==> src/hw/rtl/mdrc_pkg.sv <==
// Shared types, constants and helpers for the motor drive ramp controller.
// No dependencies; every other file imports this package.
package mdrc_pkg;

  localparam int DUTY_W     = 8;
  localparam int SPEED_W    = 16;
  localparam int DUR_W      = 16;
  localparam int CFG_W      = 8;
  localparam int DIVIDEND_W = 24;
  localparam int DIVISOR_W  = 16;
  localparam int DIV_CNT_W  = 5;

  localparam logic [DUTY_W-1:0] DUTY_MAX          = 8'd255;
  localparam logic [CFG_W-1:0]  STEP_PERIOD_RESET = 8'd10;

  typedef enum logic [1:0] {
    OP_SET_SPEED = 2'd0,
    OP_SET_DIR   = 2'd1,
    OP_RAMP      = 2'd2,
    OP_TICK      = 2'd3
  } op_t;

  typedef enum logic [1:0] {
    DIR_FWD   = 2'd0,
    DIR_REV   = 2'd1,
    DIR_BRAKE = 2'd2,
    DIR_COAST = 2'd3
  } dir_t;

  typedef enum logic {
    REG_STEP_PERIOD = 1'b0,
    REG_ALARM_CONN  = 1'b1
  } reg_idx_t;

  typedef enum logic [2:0] {
    ST_IDLE,
    ST_EXEC,
    ST_MUL,
    ST_DIV_GO,
    ST_DIV_WAIT,
    ST_FIN
  } state_t;

  typedef struct packed {
    op_t                        operation;
    logic signed [SPEED_W-1:0]  speed_value;
    dir_t                       direction;
    logic [DUTY_W-1:0]          ramp_target;
    logic [DUR_W-1:0]           ramp_duration;
    logic                       alarm_level;
  } in_t;

  typedef struct packed {
    logic [DUTY_W-1:0] duty;
    logic              forward_line;
    logic              enable_line;
    logic              brake_line;
    logic              ramp_busy;
    logic              fault;
  } out_t;

  // Controller -> datapath
  typedef struct packed {
    logic capture;   // latch the input transaction
    logic exec;      // apply the command's immediate updates
    logic mul_load;  // register the ramp product
    logic div_go;    // launch the shared divider
    logic div_apply; // use the quotient
    logic out_load;  // load the result register
  } cmd_t;

  // Datapath -> controller
  typedef struct packed {
    logic need_steps_div;  // ramp start needs duration / period
    logic need_step_value; // tick ends a step inside the ramp
    logic div_done;
    logic out_free;
  } status_t;

  // Saturate a signed speed request to the duty range.
  function automatic logic [DUTY_W-1:0] clamp_speed(input logic signed [SPEED_W-1:0] v);
    logic [DUTY_W-1:0] res;
    if (v < 0) begin
      res = '0;
    end else if (v > $signed({{(SPEED_W-DUTY_W){1'b0}}, DUTY_MAX})) begin
      res = DUTY_MAX;
    end else begin
      res = v[DUTY_W-1:0];
    end
    return res;
  endfunction

endpackage

==> src/hw/rtl/mdrc_div.sv <==
// Restoring divider, one quotient bit per cycle, shared by ramp start and ramp steps.
// Depends on mdrc_pkg.
module mdrc_div (
  input  logic                              clk,
  input  logic                              rst,
  input  logic                              start,
  input  logic [mdrc_pkg::DIVIDEND_W-1:0]   dividend,
  input  logic [mdrc_pkg::DIVISOR_W-1:0]    divisor,
  output logic                              done,
  output logic [mdrc_pkg::DIVIDEND_W-1:0]   quotient,
  output logic [mdrc_pkg::DIVISOR_W-1:0]    remainder
);
  import mdrc_pkg::*;

  logic                    busy;
  logic [DIV_CNT_W-1:0]    cnt;
  logic [DIVISOR_W-1:0]    rem;
  logic [DIVIDEND_W-1:0]   quo;
  logic [DIVISOR_W+1:0]    trial;
  logic                    fits;
  logic [DIVISOR_W-1:0]    rem_next;

  // Trial subtract of the shifted partial remainder
  always_comb begin
    trial    = {1'b0, rem, quo[DIVIDEND_W-1]} - {2'b00, divisor};
    fits     = !trial[DIVISOR_W+1];
    rem_next = fits ? trial[DIVISOR_W-1:0] : {rem[DIVISOR_W-2:0], quo[DIVIDEND_W-1]};
  end

  always_ff @(posedge clk) begin
    if (rst) begin
      busy <= 1'b0;
      done <= 1'b0;
      cnt  <= '0;
    end else begin
      done <= 1'b0;
      if (start) begin
        busy <= 1'b1;
        cnt  <= '0;
        rem  <= '0;
        quo  <= dividend;
      end else if (busy) begin
        rem <= rem_next;
        quo <= {quo[DIVIDEND_W-2:0], fits};
        cnt <= cnt + 1'b1;
        if (cnt == DIV_CNT_W'(DIVIDEND_W - 1)) begin
          busy <= 1'b0;
          done <= 1'b1;
        end
      end
    end
  end

  assign quotient  = quo;
  assign remainder = rem;

endmodule

==> src/hw/rtl/mdrc_datapath.sv <==
// Datapath: config registers, motor line state, ramp state, product and result register.
// Depends on mdrc_pkg and mdrc_div.
module mdrc_datapath (
  input  logic                          clk,
  input  logic                          rst,
  input  mdrc_pkg::in_t                 in_data,
  input  logic                          cfg_write_en,
  input  logic                          cfg_index,
  input  logic [mdrc_pkg::CFG_W-1:0]    cfg_data,
  input  mdrc_pkg::cmd_t                cmd,
  output mdrc_pkg::status_t             status,
  output logic                          out_valid,
  input  logic                          out_ready,
  output mdrc_pkg::out_t                out_data
);
  import mdrc_pkg::*;

  // Held transaction and configuration
  in_t                 item;
  logic [CFG_W-1:0]    period;
  logic                alarm_conn;

  // Motor and ramp state
  logic [DUTY_W-1:0]   duty;
  logic                fwd;
  logic                en;
  logic                brk;
  logic                active;
  logic [DUTY_W-1:0]   ramp_start;
  logic [DUTY_W-1:0]   ramp_goal;
  logic [DUR_W-1:0]    steps;
  logic [DUR_W-1:0]    idx;
  logic [CFG_W-1:0]    ms;

  // Product register
  logic [DIVIDEND_W-1:0] prod_mag;
  logic                  prod_neg;

  logic [CFG_W-1:0]       ms_inc;
  logic [DUR_W-1:0]       idx_inc;
  logic                   step_end;
  logic                   last_step;
  logic signed [DUTY_W:0] diff;
  logic signed [DUTY_W+DUR_W+1:0] prod_full;
  logic [DUTY_W+DUR_W+1:0]        prod_abs;
  logic [DIVIDEND_W-1:0]  div_a;
  logic [DIVISOR_W-1:0]   div_b;
  logic                   div_done;
  logic [DIVIDEND_W-1:0]  div_q;
  logic [DIVISOR_W-1:0]   div_r;
  logic [DUTY_W-1:0]      q8;
  logic [DUTY_W-1:0]      q_adj;
  logic [DUTY_W-1:0]      step_duty;
  logic                   is_ramp;

  // Tick bookkeeping
  always_comb begin
    ms_inc    = ms + 1'b1;
    idx_inc   = idx + 1'b1;
    step_end  = (ms_inc >= period);
    last_step = (idx_inc >= steps);
    is_ramp   = (item.operation == OP_RAMP);
  end

  // Signed product of (goal - start) and the step index
  always_comb begin
    diff      = $signed({1'b0, ramp_goal}) - $signed({1'b0, ramp_start});
    prod_full = diff * $signed({1'b0, idx});
    prod_abs  = prod_full[DUTY_W+DUR_W+1] ? (DUTY_W+DUR_W+2)'(-prod_full) : prod_full;
  end

  // Divider operands: steps = duration / period, or |product| / steps
  always_comb begin
    div_a = is_ramp ? {{(DIVIDEND_W-DUR_W){1'b0}}, item.ramp_duration} : prod_mag;
    div_b = is_ramp ? {{(DIVISOR_W-CFG_W){1'b0}}, period} : steps;
  end

  mdrc_div u_div (
    .clk       (clk),
    .rst       (rst),
    .start     (cmd.div_go),
    .dividend  (div_a),
    .divisor   (div_b),
    .done      (div_done),
    .quotient  (div_q),
    .remainder (div_r)
  );

  // Floor division result for a negative product rounds away from zero
  always_comb begin
    q8        = div_q[DUTY_W-1:0];
    q_adj     = prod_neg ? (DUTY_W'(0) - (q8 + {{(DUTY_W-1){1'b0}}, (div_r != '0)})) : q8;
    step_duty = ramp_start + q_adj;
  end

  // Status to the controller
  always_comb begin
    status.need_steps_div  = is_ramp && (period != '0) && (item.ramp_duration != '0);
    status.need_step_value = (item.operation == OP_TICK) && active && step_end && !last_step;
    status.div_done        = div_done;
    status.out_free        = !out_valid || out_ready;
  end

  // Transaction capture and product register
  always_ff @(posedge clk) begin
    if (cmd.capture) begin
      item <= in_data;
    end
    if (cmd.mul_load) begin
      prod_mag <= prod_abs[DIVIDEND_W-1:0];
      prod_neg <= prod_full[DUTY_W+DUR_W+1];
    end
  end

  // Config and motor state
  always_ff @(posedge clk) begin
    if (rst) begin
      period     <= STEP_PERIOD_RESET;
      alarm_conn <= 1'b0;
      duty       <= '0;
      fwd        <= 1'b0;
      en         <= 1'b0;
      brk        <= 1'b1;
      active     <= 1'b0;
      ramp_start <= '0;
      ramp_goal  <= '0;
      steps      <= '0;
      idx        <= '0;
      ms         <= '0;
    end else begin
      if (cfg_write_en) begin
        case (reg_idx_t'(cfg_index))
          REG_STEP_PERIOD: period     <= cfg_data;
          REG_ALARM_CONN:  alarm_conn <= cfg_data[0];
          default: ;
        endcase
      end

      if (cmd.exec) begin
        case (item.operation)
          OP_SET_SPEED: begin
            active <= 1'b0;
            duty   <= clamp_speed(item.speed_value);
          end
          OP_SET_DIR: begin
            active <= 1'b0;
            if (!item.speed_value[SPEED_W-1]) begin
              duty <= clamp_speed(item.speed_value);
            end
            case (item.direction)
              DIR_FWD: begin
                fwd <= 1'b1;
                en  <= 1'b1;
                brk <= 1'b0;
              end
              DIR_REV: begin
                fwd <= 1'b0;
                en  <= 1'b1;
                brk <= 1'b0;
              end
              DIR_BRAKE: begin
                en   <= 1'b0;
                brk  <= 1'b1;
                duty <= '0;
              end
              DIR_COAST: begin
                en   <= 1'b0;
                brk  <= 1'b0;
                duty <= '0;
              end
              default: ;
            endcase
          end
          OP_RAMP: begin
            active <= 1'b0;
            if ((period == '0) || (item.ramp_duration == '0)) begin
              duty <= item.ramp_target;
            end
          end
          OP_TICK: begin
            if (active) begin
              if (step_end) begin
                ms  <= '0;
                idx <= idx_inc;
                if (last_step) begin
                  duty   <= ramp_goal;
                  active <= 1'b0;
                end
              end else begin
                ms <= ms_inc;
              end
            end
          end
          default: ;
        endcase
      end

      // Quotient ready: ramp setup or new step duty
      if (cmd.div_apply) begin
        if (is_ramp) begin
          if (div_q[DUR_W-1:0] == '0) begin
            duty <= item.ramp_target;
          end else begin
            ramp_start <= duty;
            ramp_goal  <= item.ramp_target;
            steps      <= div_q[DUR_W-1:0];
            idx        <= '0;
            ms         <= '0;
            active     <= 1'b1;
          end
        end else begin
          duty <= step_duty;
        end
      end
    end
  end

  // Result register
  always_ff @(posedge clk) begin
    if (rst) begin
      out_valid <= 1'b0;
    end else if (cmd.out_load) begin
      out_valid <= 1'b1;
    end else if (out_ready) begin
      out_valid <= 1'b0;
    end
  end

  always_ff @(posedge clk) begin
    if (cmd.out_load) begin
      out_data.duty         <= duty;
      out_data.forward_line <= fwd;
      out_data.enable_line  <= en;
      out_data.brake_line   <= brk;
      out_data.ramp_busy    <= active;
      out_data.fault        <= alarm_conn && !item.alarm_level;
    end
  end

endmodule

==> src/hw/rtl/mdrc_ctrl.sv <==
// Controller state machine: sequences capture, execute, multiply, divide and result load.
// Depends on mdrc_pkg.
module mdrc_ctrl (
  input  logic                clk,
  input  logic                rst,
  input  logic                in_valid,
  output logic                in_ready,
  input  mdrc_pkg::status_t   status,
  output mdrc_pkg::cmd_t      cmd
);
  import mdrc_pkg::*;

  state_t state;
  state_t state_next;

  always_ff @(posedge clk) begin
    if (rst) begin
      state <= ST_IDLE;
    end else begin
      state <= state_next;
    end
  end

  // Next state
  always_comb begin
    state_next = state;
    case (state)
      ST_IDLE: begin
        if (in_valid) state_next = ST_EXEC;
      end
      ST_EXEC: begin
        if (status.need_steps_div) begin
          state_next = ST_DIV_WAIT;
        end else if (status.need_step_value) begin
          state_next = ST_MUL;
        end else begin
          state_next = ST_FIN;
        end
      end
      ST_MUL:      state_next = ST_DIV_GO;
      ST_DIV_GO:   state_next = ST_DIV_WAIT;
      ST_DIV_WAIT: begin
        if (status.div_done) state_next = ST_FIN;
      end
      ST_FIN: begin
        if (status.out_free) state_next = ST_IDLE;
      end
      default:     state_next = ST_IDLE;
    endcase
  end

  // Outputs
  always_comb begin
    cmd      = '0;
    in_ready = 1'b0;
    case (state)
      ST_IDLE: begin
        in_ready    = 1'b1;
        cmd.capture = in_valid;
      end
      ST_EXEC: begin
        cmd.exec   = 1'b1;
        cmd.div_go = status.need_steps_div;
      end
      ST_MUL:      cmd.mul_load  = 1'b1;
      ST_DIV_GO:   cmd.div_go    = 1'b1;
      ST_DIV_WAIT: cmd.div_apply = status.div_done;
      ST_FIN:      cmd.out_load  = status.out_free;
      default: ;
    endcase
  end

endmodule

==> src/hw/rtl/motor_drive_ramp_controller.sv <==
// Top level of the motor drive ramp controller: controller plus datapath.
// Depends on mdrc_pkg, mdrc_ctrl, mdrc_datapath (and mdrc_div below it).
//
//  channel | handshake                  | payload
//  --------+----------------------------+------------------------------
//  in      | in_valid / in_ready        | in_data  (mdrc_pkg::in_t)
//  out     | out_valid / out_ready      | out_data (mdrc_pkg::out_t)
//  cfg     | cfg_write_en (no wait)     | cfg_index, cfg_data
//
// One transaction at a time, one result each. Divides run on the shared 24-iteration
// restoring divider. States: set speed, set direction, ticks that close no inner step:
// execute, result load. Ramp start: execute, divide, load (no divide if duration or
// period is zero). Tick closing an inner ramp step: execute, multiply, divide, load.
// Synchronous reset puts the lines at brake, duty 0, no ramp, step period 10.
// A stalled result holds in the output register; the next transaction is taken meanwhile.
module motor_drive_ramp_controller (
  input  logic                          clk,
  input  logic                          rst,
  input  logic                          in_valid,
  output logic                          in_ready,
  input  mdrc_pkg::in_t                 in_data,
  output logic                          out_valid,
  input  logic                          out_ready,
  output mdrc_pkg::out_t                out_data,
  input  logic                          cfg_write_en,
  input  logic                          cfg_index,
  input  logic [mdrc_pkg::CFG_W-1:0]    cfg_data
);
  import mdrc_pkg::*;

  cmd_t    cmd;
  status_t status;

  mdrc_ctrl u_ctrl (
    .clk      (clk),
    .rst      (rst),
    .in_valid (in_valid),
    .in_ready (in_ready),
    .status   (status),
    .cmd      (cmd)
  );

  mdrc_datapath u_dp (
    .clk          (clk),
    .rst          (rst),
    .in_data      (in_data),
    .cfg_write_en (cfg_write_en),
    .cfg_index    (cfg_index),
    .cfg_data     (cfg_data),
    .cmd          (cmd),
    .status       (status),
    .out_valid    (out_valid),
    .out_ready    (out_ready),
    .out_data     (out_data)
  );

endmodule

==> config.mk <==
export PLATFORM = sky130hd
export DESIGN_NAME = motor_drive_ramp_controller
export DESIGN_NICKNAME = d
export VERILOG_FILES = /design/src/hw/rtl/mdrc_pkg.sv /design/src/hw/rtl/mdrc_div.sv /design/src/hw/rtl/mdrc_datapath.sv /design/src/hw/rtl/mdrc_ctrl.sv /design/src/hw/rtl/motor_drive_ramp_controller.sv
export SDC_FILE = /design/constraint.sdc
export NUM_CORES = 1
export LEC_CHECK = 0
export ABC_CLOCK_PERIOD_IN_PS = 8800
export BUFFER_PORTS_ARGS = -buffer_cell sky130_fd_sc_hd__buf_2
export CELL_PAD_IN_SITES_DETAIL_PLACEMENT = 1
export CELL_PAD_IN_SITES_GLOBAL_PLACEMENT = 2
export CORE_MARGIN = 2
export CORE_UTILIZATION = 40
export CTS_BUF_LIST = sky130_fd_sc_hd__clkbuf_16
export CTS_CLUSTER_SIZE = 30
export DETAILED_ROUTE_END_ITERATION = 12
export PLACE_DENSITY_LB_ADDON = 0.1
export SYNTH_ARGS = -nofsm -noshare
export SYNTH_HDL_FRONTEND = slang
export SYNTH_SLANG_ARGS = --single-unit
==> constraint.sdc <==
create_clock -name clk -period 8.8 [get_ports clk]
set_clock_uncertainty 0.05 [all_clocks]
set_input_delay 0 -clock clk [delete_from_list [all_inputs] [get_ports clk]]
set_output_delay 0 -clock clk [all_outputs]
set_load 0.005 [all_outputs]
==> results.tsv, run 1 <==
stage	metric	value	unit
run	# Max-Cap Violations	0	
floorplanning	Die Width	208.2	um
timing	fmax	121.1	MHz
placed_design	I/O Buffers	73	
power_and_ir_drop	leakage power	8.260	nW
detailed_routing	Vias	13380	
clock_network	worst skew pair latency	0.57	ns
timing	final setup vio count	0	
synthesis	Area contributors post-synth	edfxtp_1 22%, fa_1 12%, ha_1 11%	
clock_network	Root Driver	clkbuf_16	
clock_network	CTS buffer count	27	
timing	RSZ-0062 raised after global routing	no	
detailed_routing	initial DRC count	575	
global_routing	vias in the first global route	14470	
power_and_ir_drop	sw frac	29.44	%
floorplanning	die height	208.2	um
setup_path	slowest stage delay, CP	0.57	ns
power_and_ir_drop	Clk pwr share	40.0	%
timing	Setup TNS	0	ns
power_and_ir_drop	power density over cell area	146.8	nW/um2
timing	Worst-Margin Slew	1.174	ns
timing	Slew HR	21.76	%
synthesis	number of flops mapped to enable cells by yosys	123	
synthesis	Post-Synth XOR/XNOR Area	4.930	%
setup_path	startpoint types	flop	
global_routing	first-pass GRT wire length	80.59	mm
synthesis	adder-cell share of the synthesized area	22.83	%
detailed_routing	Wirelength per Cell	20.30	um
synthesis	Synth top cells by count	215 x nand2_1, 144 x inv_1, 141 x ha_1	
global_routing	Overflow after GRT	0	
floorplanning	initial core utilization	40.65	%
power_and_ir_drop	Pwr Total	0.002815	W
floorplanning	row cnt	74	
synthesis	most common cell in the netlist	nand2_1	
cells_and_area	# diodes	0	
power_and_ir_drop	combinational fraction of design power	15.8	%
placed_design	detailed placement HPWL	37.68	mm
floorplanning	core footprint	41020	um2
global_routing	gr usage total	23.35	%
power_and_ir_drop	part of the power in registers	44.1	%
synthesis	largest family of logic cells by synthesized area	adder cells	
setup_path	WP data arrival	8.52	ns
synthesis	syn_area_per_cell	9.248	um2
cells_and_area	Layout area overhead	15.04	%
power_and_ir_drop	Peak supply drop	0.0001822	V
synthesis	post-synthesis simple-gate area fraction	19.59	%
timing	fin crit period	8.260	ns
timing	Fin. Hold Viols	0	
setup_path	Worst path slowest cell	fa_1	
timing	final-report max-slew violation count	0	
detailed_routing	vias per cell	5.420	
synthesis	post-synthesis sequential area ratio	32.72	%
synthesis	mapped cell area	16670	um2
timing	Final Hold Slack	0.04538	ns
synthesis	post-synth top area share	22.15	%
synthesis	leading area contributor after synthesis	edfxtp_1	
clock_network	buffer depth of the longest clock path	3	
setup_path	crit end category	flop	
clock_network	clock sink count	211	
setup_path	most frequent CP cell	fa_1	
global_routing	pin count of the biggest net entering global routing	71	
timing	Final period util	93.87	%
synthesis	synthesis warning total	0	
clock_network	H-Tree Level Count	1	
detailed_routing	Residual DRC	0	
global_routing	antenna violations before repair	0	
power_and_ir_drop	Pint	0.001987	W
setup_path	CP Max Fanout	20	
synthesis	Yosys reg bits	211	
power_and_ir_drop	Switch Pwr	0.0008287	W
clock_network	TritonCTS clock tree	built	
cells_and_area	post-layout util	46.76	%
synthesis	post-synthesis mux area share	1.021	%
clock_network	Clk pin slew, worst setup/hold paths	0.06	ns
detailed_routing	antenna-violating nets left	0	
detailed_routing	DR pass1 iterations	5	
floorplanning	Die Area	43330	um2
setup_path	Crit Path Category	reg2reg	
setup_path	worst path required time	9.05	ns
floorplanning	Boundary Pins	74	
status	status	completed	
setup_path	buffers plus inverters on the worst setup path	6	
synthesis	Syn Nets	2105	
hold_path	HP Class	in2reg	
synthesis	Main synth FF type	edfxtp_1	
cells_and_area	layout cell share with drive strength beyond 1	9.246	%
synthesis	post-synthesis async set-or-reset flop share	0	%
cells_and_area	Final nets	2217	
synthesis	Distinct cells, synth	81	
detailed_routing	total wire length	50.09	mm
placed_design	GP Congestion	0.8376	
clock_network	cts repair resizes	0	
setup_path	Top Family by Delay on Critical Path	adder cells	
synthesis	Cells after Synth	1803	
synthesis	post-synthesis compound-gate area fraction	13.64	%
-- power by group through the flow --
stage	Sequential [W]	Clock (W)	Combinational, W
after CTS	0.00124	0.00116	0.000446
after global routing	0.00125	0.00119	0.000501
after global placement	0.00126	0	0.000408
after floorplan	0.00121	0	0.000309
after detailed placement	0.00126	0	0.000418
final	0.00124	0.00113	0.000445
-- repair_timing --
action | in CTS | in global routing
endpoints found under the setup margin | 0 | 0
hold endpoints to repair | 58 | 0
setup buffers | 0 | 0
hold buffers | 73 | 0
-- final timing paths --
path,from,end,slack [ns],cells past startpoint
setup / recovery,u_dp.ramp_start[1]$_SDFFE_PP0P_,u_dp.prod_mag[9]$_DFFE_PP_,0.54,29
hold / removal,rst,u_dp.en$_SDFFE_PP0P_,0.05,3
hold reg to reg,u_dp.en$_SDFFE_PP0P_,u_dp.out_data[3]$_DFFE_PP_,0.39,0
setup reg to reg,u_dp.ramp_start[1]$_SDFFE_PP0P_,u_dp.prod_mag[9]$_DFFE_PP_,0.54,29
-- cells by family (layout without fill, tap and decap cells) --
| logic type | after synthesis | after routing |
|---|---|---|
| AOI/OAI and AO/OA | 343 | 343 |
| DFF | 211 | 211 |
| and+or+nand+nor | 666 | 666 |
| buffers and inverters | 230 | 363 |
| xor gates and xnor gates | 93 | 93 |
| adders and majority gates | 243 | 243 |
| muxes | 17 | 17 |
-- cell type report --
type | count | area, um2
clock buffer | 27 | 675.6
multi-input combinational | 1362 | 10370
timing repair buffer | 167 | 1254
inverter | 146 | 548.0
sequential | 211 | 5455
tap | 532 | 665.6
clock inverter | 23 | 215.2
fill | 4659 | 21840
-- flip-flops by register name, indices dropped and copies added (netlist names) --
signal                cells
u_dp.u_div.remainder     16
u_dp.out_data            13
u_dp.u_div.done           1
u_dp.ms                   8
u_dp.u_div.cnt            5
u_dp.ramp_goal            8
u_dp.item                45
u_dp.brk                  1
u_dp.prod_mag            24
u_dp.prod_neg             1
u_dp.u_div.busy           1
u_dp.alarm_conn           1
u_dp.steps               16
u_dp.ramp_start           8
u_dp.fwd                  1
u_dp.out_valid            1
u_dp.duty                 8
u_dp.period               8
u_dp.u_div.quotient      24
u_dp.en                   1
u_dp.idx                 16
u_dp.active               1
u_ctrl.state              3
-- through the flow --
stage          area (um2)  setup slack (ns)  std cells
2_1_floorplan       16670             1.488       1803
3_3_place_gp        17560            0.8246       2345
3_5_place_dp        17560            0.6452       2345
4_1_cts             19180            0.5438       2468
5_1_grt             19180           0.06011       2468
6_report            19180            0.5397       2468
-- worst reg2reg max path: cells and delay by family, from the launching register on --
| kind | cells | cell delay [ns] |
|---|---|---|
| buffers and inverters | 6 | 0.74 |
| adders and majority gates | 7 | 3.20 |
| and+or+nand+nor | 4 | 0.89 |
| AOI/OAI and AO/OA | 11 | 2.52 |
| DFF | 1 | 0.45 |
| xor gates and xnor gates | 1 | 0.15 |
-- placed cells by master, fill, tap and decap left out, drive strengths merged, types with 24 or more instances in the layout --
cell and instances:
a21oi 114, and2 67, buf 94, clkbuf 27, dfxtp 88, dlygate4sd3 73
edfxtp 123, fa 102, ha 141, inv 148, nand2 215, nand2b 41
nand3 38, nor2 140, nor3 42, o21ai 60, or3 24, xnor2 68
xor2 25
-- routing by layer --
layer / track usage (%) / up-vias / part of all wire [%]
met5: 0 / - / 0
met4: 5.234 / 0 / 2.3
met3: 2.143 / 67 / 2.3
met2: 40.42 / 170 / 48
met1: 31.71 / 6681 / 47
li1: - / 6458 / -
No activity file was read; power rests on OpenSTA's default activity.
==> inputs of run 2 (changes only) <==
--- a/config.mk
+++ b/config.mk
@@ -7,14 +7,12 @@
 export LEC_CHECK = 0
 export ABC_CLOCK_PERIOD_IN_PS = 8800
 export BUFFER_PORTS_ARGS = -buffer_cell sky130_fd_sc_hd__buf_2
-export CELL_PAD_IN_SITES_DETAIL_PLACEMENT = 1
-export CELL_PAD_IN_SITES_GLOBAL_PLACEMENT = 2
 export CORE_MARGIN = 2
-export CORE_UTILIZATION = 40
+export CORE_UTILIZATION = 55
 export CTS_BUF_LIST = sky130_fd_sc_hd__clkbuf_16
 export CTS_CLUSTER_SIZE = 30
 export DETAILED_ROUTE_END_ITERATION = 12
-export PLACE_DENSITY_LB_ADDON = 0.1
+export PLACE_DENSITY = 0.72
 export SYNTH_ARGS = -nofsm -noshare
 export SYNTH_HDL_FRONTEND = slang
 export SYNTH_SLANG_ARGS = --single-unit
==> results.tsv, run 2 (synthesis results as in run 1) <==
stage	metric	value	unit
status	status	completed	
power_and_ir_drop	power density over cell area	140.1	nW/um2
timing	fmax	121.7	MHz
detailed_routing	total wire length	42.02	mm
floorplanning	Boundary Pins	74	
setup_path	FF-to-FF path depth	29	
global_routing	antenna violations before repair	1	
cells_and_area	layout cell share with drive strength beyond 1	8.511	%
timing	Final period util	93.36	%
cells_and_area	fillers	2444	
clock_network	Root Driver	clkbuf_16	
run	# Max-Cap Violations	0	
clock_network	worst skew pair latency	0.53	ns
hold_path	HP Class	in2reg	
floorplanning	row cnt	63	
clock_network	H-Tree Level Count	1	
setup_path	worst path required time	9.00	ns
detailed_routing	DR pass1 iterations	5	
hold_path	WHS Path Cells	3	
clock_network	Clk pin slew, worst setup/hold paths	0.06	ns
floorplanning	die height	178.1	um
timing	final setup vio count	0	
clock_network	TritonCTS clock tree	built	
clock_network	clock sink count	211	
cells_and_area	commonest non-fill, non-tap cell in the layout	nand2_1	
clock_network	cts repair resizes	0	
setup_path	crit end category	flop	
cells_and_area	Final nets	2211	
power_and_ir_drop	Peak supply drop	0.0001660	V
cells_and_area	number of flip-flops in the largest register	45	
detailed_routing	Residual DRC	0	
timing	Fin. Hold Viols	0	
detailed_routing	initial DRC count	977	
placed_design	Placed Cells	2200	
clock_network	buffer depth of the longest clock path	3	
global_routing	gr usage total	27.05	%
cells_and_area	commonest non-fill, non-tap cells in the layout	215 x nand2_1, 150 x inv_1, 141 x ha_1	
detailed_routing	antenna-violating nets left	0	
floorplanning	Die Width	178.1	um
timing	Slew HR	5.008	%
detailed_routing	Vias	13520	
placed_design	detailed placement HPWL	30.65	mm
setup_path	Crit Path Category	reg2reg	
floorplanning	Die Area	31730	um2
detailed_routing	Wirelength per Cell	18.13	um
setup_path	Worst path slowest cell	fa_1	
cells_and_area	Top reg by flops	u_dp.item	
floorplanning	initial core utilization	56.11	%
clock_network	CTS buffer count	24	
floorplanning	core footprint	29720	um2
setup_path	CP Max Fanout	20	
timing	Final Hold Slack	0.06672	ns
setup_path	WP data arrival	8.42	ns
global_routing	vias in the first global route	13550	
setup_path	startpoint types	flop	
power_and_ir_drop	leakage power	8.206	nW
timing	fin crit period	8.215	ns
cells_and_area	Multi-input gate area	10360	um2
placed_design	GP Congestion	0.9242	
timing	Setup TNS	0	ns
timing	final-report max-slew violation count	0	
global_routing	pin count of the biggest net entering global routing	71	
timing	RSZ-0062 raised after global routing	no	
global_routing	Overflow after GRT	0	
setup_path	slowest stage delay, CP	0.55	ns
cells_and_area	register area	5455	um2
setup_path	most frequent CP cell	fa_1	
timing	Worst-Margin Slew	1.406	ns
placed_design	I/O Buffers	73	
detailed_routing	vias per cell	5.831	
cells_and_area	fin cells	2318	
cells_and_area	Layout area overhead	13.05	%
global_routing	first-pass GRT wire length	68.23	mm
==> run 2: cell count changes in the layout (fill, tap and decap cells not counted), sizes merged <==
cell      change
buf           -3
clkinv        -3
clkinvlp      -3
inv           +3
bufinv        -2
clkbuf        -1
diode         +1
==> run 2: critical path: cells and delay by family, from the launching register on <==
family	cells	cell delay, ns
adders and majority gates	7	3.18
DFF	1	0.43
AOI/OAI and AO/OA	12	2.79
xor gates and xnor gates	1	0.08
and+or+nand+nor	3	0.72
buffers and inverters	6	0.67
==> run 2: worst paths after layout <==
check,from,endpoint,slack (ns)
hold reg to reg,u_dp.en$_SDFFE_PP0P_,u_dp.out_data[3]$_DFFE_PP_,0.39
setup reg to reg,u_dp.ramp_start[1]$_SDFFE_PP0P_,u_dp.prod_mag[15]$_DFFE_PP_,0.58
hold / removal,rst,u_dp.en$_SDFFE_PP0P_,0.07
setup / recovery,u_dp.ramp_start[1]$_SDFFE_PP0P_,u_dp.prod_mag[15]$_DFFE_PP_,0.58
==> run 2: metrics by stage <==
step           instance area, um2  util, %  total power [W]  worst slack, ns
2_1_floorplan               16670        -         0.001522            1.488
3_3_place_gp                17350    58.40         0.001638           0.9334
3_5_place_dp                17350    58.40         0.001651           0.7506
4_1_cts                     18850    63.42         0.002645           0.6771
5_1_grt                     18850    63.42         0.002750          0.04950
6_report                    18850    63.43         0.002640           0.5846
==> run 2: cell type report <==
| class | instances | share of cell area, % |
|---|---|---|
| sequential | 211 | 28.94 |
| antenna | 1 | 0.01328 |
| multi-input combinational | 1362 | 54.97 |
| tap | 390 | 2.589 |
| clock buffer | 26 | 3.452 |
| clock inverter | 18 | 0.5908 |
| timing repair buffer | 164 | 6.532 |
| inverter | 146 | 2.907 |
==> run 2: power by group <==
part           internal (W)  switching [W]  leakage [nW]  total (W)
sequential          0.00116      0.0000767          1.85    0.00123
combinational      0.000175       0.000257          5.96   0.000433
clock              0.000559       0.000413         0.398   0.000972
==> run 2: per-layer routing <==
metal	part of all wire [%]	wire (um)	global-route usage [%]	vias to the layer above
met5	0	0	0	-
met4	2.7	1124	8.299	0
met3	8.0	3342	5.072	86
met2	47	19840	45.43	450
met1	42	17720	35.52	6536
li1	-	-	-	6444
==> run 2: what timing repair did <==
action	CTS	global route
hold buffers	73	0
hold endpoints to repair	58	0
setup buffers	0	0
==> inputs of run 3 (changes only) <==
--- a/config.mk
+++ b/config.mk
@@ -15,4 +15,5 @@
 export PLACE_DENSITY = 0.72
 export SYNTH_ARGS = -nofsm -noshare
 export SYNTH_HDL_FRONTEND = slang
+export SYNTH_HIERARCHICAL = 1
 export SYNTH_SLANG_ARGS = --single-unit
==> results.tsv, run 3 <==
stage	metric	value	unit
run	# Max-Cap Violations	0	
clock_network	buffer depth of the longest clock path	3	
timing	Final Hold Slack	0.06856	ns
timing	final setup vio count	0	
power_and_ir_drop	power density over cell area	117.7	nW/um2
global_routing	first-pass GRT wire length	66.97	mm
timing	Final period util	92.09	%
synthesis	Area contributors post-synth	edfxtp_1 22%, fa_1 12%, ha_1 10%	
clock_network	H-Tree Level Count	1	
setup_path	WP data arrival	8.31	ns
synthesis	leading area contributor after synthesis	edfxtp_1	
timing	fmax	123.4	MHz
synthesis	Distinct cells, synth	85	
power_and_ir_drop	leakage power	8.493	nW
power_and_ir_drop	Pint	0.001700	W
cells_and_area	Layout area overhead	12.28	%
cells_and_area	Top reg by flops	u_dp/item	
clock_network	clock sink count	211	
synthesis	post-synthesis sequential area ratio	32.15	%
power_and_ir_drop	part of the power in registers	49.7	%
clock_network	hold_buf cts	72	
timing	Setup TNS	0	ns
detailed_routing	Wirelength per Cell	17.35	um
setup_path	Worst path slowest cell	fa_1	
clock_network	post-CTS setup buffers	0	
cells_and_area	commonest non-fill, non-tap cells in the layout	237 x nand2_1, 161 x inv_1, 141 x ha_1	
timing	final-report max-slew violation count	0	
synthesis	post-synth top area share	21.77	%
timing	fin crit period	8.104	ns
synthesis	Synth top cells by count	237 x nand2_1, 157 x inv_1, 141 x ha_1	
synthesis	most common cell in the netlist	nand2_1	
floorplanning	core footprint	30510	um2
floorplanning	initial core utilization	55.61	%
cells_and_area	Multi-input gate area	10560	um2
clock_network	cts repair resizes	0	
floorplanning	Boundary Pins	74	
floorplanning	Die Area	32270	um2
synthesis	synthesis warning total	6	
setup_path	Worst R2R Setup Slack	0.70	ns
global_routing	pin count of the biggest net entering global routing	63	
setup_path	CP endpoint	u_dp/prod_mag[4]$_DFFE_PP_	
clock_network	TritonCTS clock tree	built	
cells_and_area	fillers	2536	
hold_path	HP Class	in2reg	
floorplanning	die height	179.6	um
detailed_routing	antenna-violating nets left	0	
synthesis	syn_area_per_cell	9.236	um2
detailed_routing	initial DRC count	952	
global_routing	vias in the first global route	13450	
synthesis	post-synthesis async set-or-reset flop share	0	%
cells_and_area	Final nets	2234	
placed_design	I/O Buffers	73	
floorplanning	Die Width	179.6	um
floorplanning	row cnt	64	
setup_path	CP startpoint	u_dp/ramp_goal[0]$_SDFFE_PP0P_	
cells_and_area	register area	5455	um2
clock_network	worst skew pair latency	0.52	ns
timing	Fin. Hold Viols	0	
synthesis	Yosys reg bits	211	
cells_and_area	# diodes	0	
synthesis	Cells after Synth	1837	
synthesis	Syn Nets	2139	
detailed_routing	DR pass1 iterations	5	
power_and_ir_drop	Switch Pwr	0.0005413	W
detailed_routing	Vias	13480	
power_and_ir_drop	combinational fraction of design power	9.1	%
detailed_routing	total wire length	40.70	mm
placed_design	detailed placement HPWL	30.09	mm
clock_network	Root Driver	clkbuf_16	
setup_path	most frequent CP cell	fa_1	
synthesis	mapped cell area	16970	um2
global_routing	gr usage total	25.07	%
status	status	completed	
power_and_ir_drop	Peak supply drop	0.0001371	V
setup_path	R2R Path End	u_dp/prod_mag[4]$_DFFE_PP_	
cells_and_area	number of flip-flops in the largest register	45	
setup_path	slowest stage delay, CP	0.54	ns
clock_network	Clk pin slew, worst setup/hold paths	0.06	ns
placed_design	worst slack at placement	0.7680	ns
cells_and_area	commonest non-fill, non-tap cell in the layout	nand2_1	
clock_network	CTS buffer count	24	
setup_path	worst path required time	9.01	ns
setup_path	crit end category	flop	
cells_and_area	layout cell share with drive strength beyond 1	9.692	%
setup_path	FF-to-FF path depth	31	
power_and_ir_drop	sw frac	24.15	%
synthesis	Main synth FF type	edfxtp_1	
timing	post-route setup slack	0.6960	ns
setup_path	CP Max Fanout	18	
placed_design	GP Congestion	0.8733	
setup_path	startpoint types	flop	
setup_path	worst reg2reg path startpoint	u_dp/ramp_goal[0]$_SDFFE_PP0P_	
detailed_routing	vias per cell	5.746	
timing	RSZ-0062 raised after global routing	no	
power_and_ir_drop	Clk pwr share	41.2	%
synthesis	number of flops mapped to enable cells by yosys	123	
setup_path	Crit Path Category	reg2reg	
global_routing	antenna violations before repair	0	
timing	Worst-Margin Slew	1.216	ns
global_routing	Overflow after GRT	0	
timing	Slew HR	18.93	%
detailed_routing	Residual DRC	0	
-- run 3: cell count changes in the layout (fill, tap and decap cells not counted), sizes merged, moves of 7 or more --
cell / change
a211oi: -7
a31oi: -11
and2: +16
and3: +17
inv: +14
mux2: +26
nand2: +22
nor2: -13
nor3: -17
o31ai: -7
or3: -16
xnor2: -23
xor2: +29
-- run 3: power by group through the flow --
stage               logic, W  clock network (W)  registers, W
floorplan           0.000133                  0       0.00112
global placement    0.000170                  0       0.00113
detailed placement  0.000176                  0       0.00113
CTS                 0.000201           0.000942       0.00111
global route        0.000227           0.000981       0.00112
finish              0.000204           0.000923       0.00111
-- run 3: metal layers --
layer  up-vias  track usage [%]  share of wire, %
met5         -                0                 0
met4         0            10.41               4.1
met3       102            3.019               4.7
met2       404            43.57                49
met1      6513            31.68                42
li1       6460                -                 -
-- run 3: kinds of logic after synthesis --
logic type               count (synthesis)  share of synthesized area (%)
adder cells (fa/ha/maj)                243                          22.43
flip-flops                             211                          32.15
AO/OA/AOI/OAI                          325                          12.48
buffers and inverters                  252                          5.796
multiplexers                            44                          2.788
AND/OR/NAND/NOR                        663                          19.20
XOR/XNOR                                99                          5.155
-- run 3: area by class of cell --
type	count	share of cell area (%)
sequential	211	28.64
tap	396	2.601
multi-input combinational	1374	55.43
clock buffer	24	3.153
inverter	159	3.133
clock inverter	20	0.6765
timing repair buffer	162	6.371
-- run 3: through the flow --
stage	utilization (%)	total power [W]	cells	area (um2)
3_3_place_gp	57.69	0.001303	2230	17600
4_1_cts	62.44	0.002256	2346	19050
2_1_floorplan	-	0.001250	1837	16970
6_report	62.44	0.002242	2346	19050
3_5_place_dp	57.69	0.001310	2230	17600
5_1_grt	62.44	0.002324	2346	19050
-- run 3: worst max-delay path: cells and delay by family, from the launching register on --
family	cells	cell delay, ns
buffers and inverters	5	0.47
and+or+nand+nor	5	0.84
adders and majority gates	8	3.35
AOI/OAI and AO/OA	11	2.39
DFF	1	0.32
xor gates and xnor gates	2	0.40
-- run 3: worst min path at each step --
stage	start	to	slack, ns	cells past startpoint
floorplan	rst	u_ctrl/state[1]$_SDFFE_PP0P_	0.01	1
global placement	in_data[19]	u_dp/item[19]$_DFFE_PP_	0.13	1
detailed placement	in_data[41]	u_dp/item[41]$_DFFE_PP_	0.13	1
CTS	rst	u_dp/active$_SDFF_PP0_	0.05	3
global route	rst	u_dp/en$_SDFFE_PP0P_	0.10	3
finish	rst	u_dp/active$_SDFF_PP0_	0.07	3
